==> src/hw/rtl/gtg_pkg.sv <==
// gtg_pkg: widths, register codes, arctangent constants and the cell data type
// shared by the go-to-goal controller modules; depends on nothing
package gtg_pkg;

  localparam int CORDIC_STAGES_DEF = 16;
  localparam int ATAN_ROM_SIZE     = 24;
  localparam int SQRT_STEPS        = 17;

  localparam int POS_W  = 16;
  localparam int DIFF_W = 17;
  localparam int HEAD_W = 15;
  localparam int ERR_W  = 17;
  localparam int SPD_W  = 15;
  localparam int ANG_W  = 16;
  localparam int GAIN_W = 16;
  localparam int TOL_W  = 15;
  localparam int SQ_W   = 34;
  localparam int ROOT_W = 17;
  localparam int XY_W   = 32;
  localparam int Z_W    = 34;
  localparam int PRE_SHIFT = 12;
  localparam int Z_SHIFT   = 18;
  localparam int LIN_SHIFT = 14;
  localparam int ANG_SHIFT = 13;

  localparam int CFG_IDX_W  = 3;
  localparam int CFG_DATA_W = 16;

  localparam logic [CFG_IDX_W-1:0] CFG_TOL       = 3'd0;
  localparam logic [CFG_IDX_W-1:0] CFG_LIN_GAIN  = 3'd1;
  localparam logic [CFG_IDX_W-1:0] CFG_ANG_GAIN  = 3'd2;
  localparam logic [CFG_IDX_W-1:0] CFG_MIN_SPEED = 3'd3;
  localparam logic [CFG_IDX_W-1:0] CFG_MAX_SPEED = 3'd4;

  localparam logic [TOL_W-1:0]  TOL_RST       = 15'd205;
  localparam logic [GAIN_W-1:0] LIN_GAIN_RST  = 16'd11821;
  localparam logic [GAIN_W-1:0] ANG_GAIN_RST  = 16'd15645;
  localparam logic [SPD_W-1:0]  MIN_SPEED_RST = 15'd614;
  localparam logic [SPD_W-1:0]  MAX_SPEED_RST = 15'd16384;

  localparam logic signed [ERR_W-1:0] ANGLE_PI     = 17'sd12868;
  localparam logic signed [ERR_W-1:0] ANGLE_TWO_PI = 17'sd25736;
  localparam logic signed [ERR_W+GAIN_W:0] ANG_LIMIT = 34'sd24576;

  typedef struct packed {
    logic signed [XY_W-1:0]   x;
    logic signed [XY_W-1:0]   y;
    logic signed [Z_W-1:0]    z;
    logic [SQ_W-1:0]          rem;
    logic [SQ_W-1:0]          root;
    logic signed [HEAD_W-1:0] heading;
    logic                     zero_vec;
    logic                     arrived;
  } cell_data_t;

  // atan(2^-i) in radians, Q.30
  function automatic logic signed [Z_W-1:0] atan_q30(input int unsigned i);
    logic signed [Z_W-1:0] v;
    case (i)
      0:  v = 34'sd843314857;
      1:  v = 34'sd497837829;
      2:  v = 34'sd263043837;
      3:  v = 34'sd133525159;
      4:  v = 34'sd67021687;
      5:  v = 34'sd33543516;
      6:  v = 34'sd16775851;
      7:  v = 34'sd8388437;
      8:  v = 34'sd4194283;
      9:  v = 34'sd2097149;
      10: v = 34'sd1048576;
      11: v = 34'sd524288;
      12: v = 34'sd262144;
      13: v = 34'sd131072;
      14: v = 34'sd65536;
      15: v = 34'sd32768;
      16: v = 34'sd16384;
      17: v = 34'sd8192;
      18: v = 34'sd4096;
      19: v = 34'sd2048;
      20: v = 34'sd1024;
      21: v = 34'sd512;
      22: v = 34'sd256;
      23: v = 34'sd128;
      default: v = '0;
    endcase
    return v;
  endfunction

endpackage

==> src/hw/rtl/gtg_cell.sv <==
// gtg_cell: one chain cell, a cordic micro-rotation (IDX < CORDIC_STAGES)
// and a square root step (IDX < SQRT_STEPS); own valid/ready; uses gtg_pkg
module gtg_cell import gtg_pkg::*; #(
  parameter int IDX           = 0,
  parameter int CORDIC_STAGES = CORDIC_STAGES_DEF
) (
  input  logic       clk,
  input  logic       rst_n,
  input  logic       up_valid,
  input  cell_data_t up_data,
  output logic       up_ready,
  output logic       dn_valid,
  output cell_data_t dn_data,
  input  logic       dn_ready
);

  localparam int SQ_POS = (IDX < SQRT_STEPS) ? 2 * (SQRT_STEPS - 1 - IDX) : 0;
  localparam logic [SQ_W-1:0] SQ_BIT = SQ_W'(1) << SQ_POS;
  localparam logic signed [Z_W-1:0] ATAN = atan_q30(IDX);

  logic                   vld_r;
  cell_data_t             data_r;
  cell_data_t             data_nxt;
  logic signed [XY_W-1:0] xs;
  logic signed [XY_W-1:0] ys;
  logic [SQ_W-1:0]        trial;

  always_comb begin
    data_nxt = up_data;
    xs = up_data.x >>> IDX;
    ys = up_data.y >>> IDX;
    trial = up_data.root + SQ_BIT;
    if (IDX < CORDIC_STAGES) begin
      if (up_data.y > 0) begin
        data_nxt.x = up_data.x + ys;
        data_nxt.y = up_data.y - xs;
        data_nxt.z = up_data.z + ATAN;
      end else begin
        data_nxt.x = up_data.x - ys;
        data_nxt.y = up_data.y + xs;
        data_nxt.z = up_data.z - ATAN;
      end
    end
    if (IDX < SQRT_STEPS) begin
      if (up_data.rem >= trial) begin
        data_nxt.rem  = up_data.rem - trial;
        data_nxt.root = (up_data.root >> 1) + SQ_BIT;
      end else begin
        data_nxt.root = up_data.root >> 1;
      end
    end
  end

  assign up_ready = !vld_r || dn_ready;
  assign dn_valid = vld_r;
  assign dn_data  = data_r;

  always_ff @(posedge clk) begin
    if (!rst_n) begin
      vld_r <= 1'b0;
    end else if (up_ready) begin
      vld_r <= up_valid;
    end
  end

  always_ff @(posedge clk) begin
    if (up_ready && up_valid) begin
      data_r <= data_nxt;
    end
  end

endmodule

==> config.mk <==
export PLATFORM = sky130hd
export DESIGN_NAME = gtg_cell
export DESIGN_NICKNAME = d
export VERILOG_FILES = /design/src/hw/rtl/gtg_pkg.sv /design/src/hw/rtl/gtg_cell.sv
export SDC_FILE = /design/constraint.sdc
export NUM_CORES = 1
export LEC_CHECK = 0
export ABC_AREA = 0
export BUFFER_PORTS_ARGS = -buffer_cell sky130_fd_sc_hd__buf_4
export CAP_MARGIN = 20
export CORE_AREA = 5 5 173 175
export DETAILED_ROUTE_END_ITERATION = 16
export DIE_AREA = 0 0 178 180
export MAX_ROUTING_LAYER = met4
export PLACE_DENSITY = 0.81
export SYNTH_ARGS = -nofsm -noshare
export SYNTH_HDL_FRONTEND = slang
export SYNTH_SLANG_ARGS = --single-unit
==> constraint.sdc <==
create_clock -name clk -period 17 [get_ports clk]
set_clock_uncertainty 0.1 [all_clocks]
set_input_delay 1.7 -clock clk [delete_from_list [all_inputs] [get_ports clk]]
set_output_delay 1.7 -clock clk [all_outputs]
set_load 0.02 [all_outputs]
-- Word-level counts from Yosys, hierarchy flattened
Cells that the tools add are included.
- add/sub/neg operators: 8
- reduce and logical (&&, ||, !) cells: 3
- multiplexer cells: 3
- order comparisons: 2
- operators with widths (cell ; count):
    two-way mux 98 bit ; 1
    subtractor 32 bit ; 2
    adder 33 x 33 -> 34 bit, second input constant ; 1
    adder 34 x 31 -> 34 bit, second input constant ; 1
    adder 34 x 33 -> 34 bit, second input constant ; 1
    >= comparator 34 bit ; 1
    two-way mux 34 bit ; 1
    subtractor 34 x 31 -> 34 bit, second input constant ; 1
    subtractor 34 bit ; 1
    two-way mux 33 bit ; 1
    adder 32 bit ; 1
    greater-than comparator 32 x 1 -> 1 bit, second input constant ; 1
    logical AND 1 bit ; 1
    zero test 1 bit ; 1
    logical OR 1 bit ; 1
- register bits after elaboration: 184
- output and inout bits: 185
- input port bits: 187
- logic and storage cells: 26

-- Depth between registers and ports, before layout
- depth in word-level cells: 3
- gate-level depth with buffers: 19
- mapped depth without buffers: 15

-- Worst setup path after synthesis
No wires, ideal clock.
- path type: input to register
- from: input dn_ready
- to: register data_r (netlist bit dn_data[0]), enable pin
- stages: 2
- library setup time: 0.564 ns
- setup slack: 10.189 ns
- path buffers: 0
- data required time: 16.336 ns
- arrival time: 6.147 ns
- cell sequence: nand2b_1 -> and2_1
- longest elaborated chain between the ends: 2
- ends and longest elaborated chain (what ; line ; RTL):
    from (decl) ; gtg_cell.sv:14 ; input logic dn_ready
    logical OR 1 bit ; gtg_cell.sv:54 ; assign up_ready = !vld_r || dn_ready;
    logical AND 1 bit ; gtg_cell.sv:67 ; if (up_ready && up_valid) begin
    to (signal assigned) ; gtg_cell.sv:68 ; data_r <= data_nxt;
    to (decl) ; gtg_cell.sv:22 ; cell_data_t data_r;
No other way between the ends.
A chain may end at the register's enable or synchronous reset.

==> impl_results.md <==
* Outcome: finished clean
* Critical path type: primary input to register
* CTS root buffer: clkbuf_16
* Vias in the first global route at ~14000
* Num Clock Sinks at between 150 and 200
* DP HPWL at between 30 and 40 mm
* Routed Antenna Nets at 0
* Unrepaired setup endpoints after global routing: false
* Total congestion overflow at 0
* Net Sw Power at just under 0.6 mW
* Worst Path Required at about 17000 ps
* Mapped Cells at between 1500 and 2000
* Synth Warn # at 0
* Worst slew pin tran at ~1100 ps
* Fmax at 146 MHz
* Hold buffer count at CTS at 0
* Clock transition at path regs at 70 ps
* Yosys reg bits at between 150 and 200
* Asr flop ratio synth at 0%
* Main synth FF type: edfxtp_1
* Synth top area share at 35.8%
* Hold crit path type: register to register
* Fin crit period at around 6900 ps
* Overall die area at 32000 µm²
* Synth Area per Inst at about 9.4 µm²
* Vias/cell at 6.01
* Leakage Power at 8.60 nW
* Reg power frac at 36.3%
* Register area share after synthesis at between 30% and 40%
* Fin crit share at 40.4%
* Routed len/inst at 20.8 µm
* Row count at 62
* Routed via count at between 10000 and 15000
* Net Count, Synth at between 1500 and 2000
* Initial Util at between 50% and 60%
* Setup TNS at 0 ps
* GRT Util Overall at between 30% and 40%
* Max Fanout on Critical Path at between 70 and 80
* Layout cell share with drive strength beyond 1 at about 24%
* Hold Violations, Final at 0
* Worst setup EP type: register
* Pre-CTS setup slack at 9830 ps
* Clk pwr share at between 20% and 30%
* Setup violations, final at 0
* DR DRC count at 0
* Final net count at 2304
* First-pass GRT wire length at around 75 mm
* Worst endpoint data arrival time at between 6000 and 7000 ps
* Drt total wl at 48.9 mm
* Synthesis-to-layout area growth at 24.0%
* Post-synthesis cell type count at 85
* P_int at approximately 1.0 mW
* Max VDD drop at between 0.00005 and 0.00006 V
* Largest net degree at the start of global routing at 76
* Initial antenna violation count at 3
* Buffers on Ports at between 300 and 400
* CP Launch Type: primary input
* Commonest non-fill, non-tap cells in the layout: buf_4, edfxtp_1, ha_1
* 1st-iter DRT viols at ~1300
* Drt pass-1 iters at 6
* Post-CTS Setup Bufs at 0
* Max-slew headroom at ~27%
* Post-synth EDFFs at approximately 180
* Max-slew violations at 0
* CTS tree: done
* GPL Wtd Cong at approximately 1.0
* Total CTS buffers at 17
* Skew-Pair Late Insertion Delay at about 440 ps
* Die width at ~180 µm
* Power Density at 85.1 nW/µm²
* Area of the mapped netlist at approximately 15000 µm²
* Bufs on Longest Clock Path at 2
* Chip height at approximately 180 µm
* # fillers at 2232
* Commonest non-fill, non-tap cell in the layout: buf_4
* Post-CTS Resized at 0
* Comb pwr share at a little under two fifths
* Core area at roughly 28000 µm²
* Net Sw Frac at a little over a third
* Setup ws final at slightly above 10000 ps
* Maxcap violations at 0
* Top cells by area in the synthesized netlist: edfxtp_1, ha_1, xnor2_1, a21oi_1, inv_1
* Yosys top cell by area: edfxtp_1
* I/O Pins at between 300 and 400
* H-tree Lvls at 4
-- state kept, by name, indices dropped and copies added, names as in the netlist --
| name | count |
|---|---|
| dn_data | 182 |
| dn_valid | 1 |
-- per-stage QoR --
step / instance area, µm² / hold slack (ps) / instances / power, mW / utilization, %
after floorplan: 15300 / 650 / 1619 / 0.978 / -
after global placement: 18300 / 458 / 2318 / 1.18 / 64.6
after detailed placement: 18300 / 453 / 2318 / 1.19 / 64.6
after CTS: 18900 / 468 / 2350 / 1.61 / 66.8
after global routing: 18900 / 517 / 2353 / 1.68 / 66.9
final: 18900 / 465 / 2353 / 1.61 / 66.9
-- final timing paths --
path,startpoint,to,slack [ps],depth (start not counted)
setup / recovery,up_data[136],dn_data[116],10130,18
hold / removal,dn_valid,dn_valid,470,2
setup reg to reg,dn_valid,dn_data[40],14610,3
hold reg to reg,dn_valid,dn_valid,470,2
-- power by group through the flow --
stage | clock network [mW] | logic (mW) | registers (mW)
6_report | 0.424 | 0.603 | 0.584
3_5_place_dp | 0 | 0.591 | 0.594
5_1_grt | 0.449 | 0.646 | 0.588
2_1_floorplan | 0 | 0.319 | 0.659
4_1_cts | 0.427 | 0.596 | 0.585
3_3_place_gp | 0 | 0.582 | 0.593
-- routing by layer --
layer  GRT usage, %  up-vias  share of wire [%]
li1               -     6565                  -
met1           35.5     6651                 38
met2           50.9      797                 50
met3           4.75      136                8.1
met4           12.9        0                4.5
met5              -        -                  0
-- layout make-up --
cell class / instances / area [µm²] / share of cell area [%]
clock buffer: 17 / 425 / 2.25
inverter: 153 / 574 / 3.03
tap: 384 / 480 / 2.54
antenna: 3 / 7.51 / 0.0397
timing repair buffer: 376 / 2820 / 14.9
clock inverter: 15 / 200 / 1.06
sequential: 183 / 5490 / 29.0
multi-input combinational: 1222 / 8930 / 47.2
-- kinds of logic after synthesis --
logic type,Yosys count,share of synthesized area [%]
compound gates,521,22.2
xor+xnor,117,6.71
fa+ha+maj,164,13.7
buf+inv,214,5.59
flops,183,35.9
mux,45,3.85
simple gates,375,12.1
-- synth_stat cells (5+ instances only) --
cell and number:
or3_1 7, and3_1 13, a21boi_0 8, a211o_1 8
buf_2 14, or2_2 5, and4_1 5, o21bai_1 37
fa_1 5, mux2_4 26, ha_1 159, a21o_1 61
and2_1 6, xnor2_1 93, nand3_1 26, mux2i_1 13
o21ai_0 111, clkbuf_1 29, o211ai_1 11, o21a_1 15
nor2b_1 26, nor4_1 15, a21oi_1 155, buf_1 11
nand2_1 82, xor2_1 24, nand2b_1 14, inv_1 151
nor3_1 28, edfxtp_1 182, nand4_1 18, a211oi_1 23
a31oi_1 20, a311oi_1 8, mux2_2 6, nor2_1 115
o31ai_1 5
-- worst max-delay path, stage by stage --
cell and delay [ps]:
buf_4 140, nor4_1 530, nand4_1 180, nor2_1 120, or2_2 110, buf_4 630
inv_2 550, buf_4 440, ha_1 390, o21ai_0 120, o211ai_1 280, nand4_1 230
a211oi_2 390, a211oi_2 170, o21ai_2 250, a311oi_2 180, nand2b_1 180, a311o_1 310
Power figures use the tool's default switching activity.
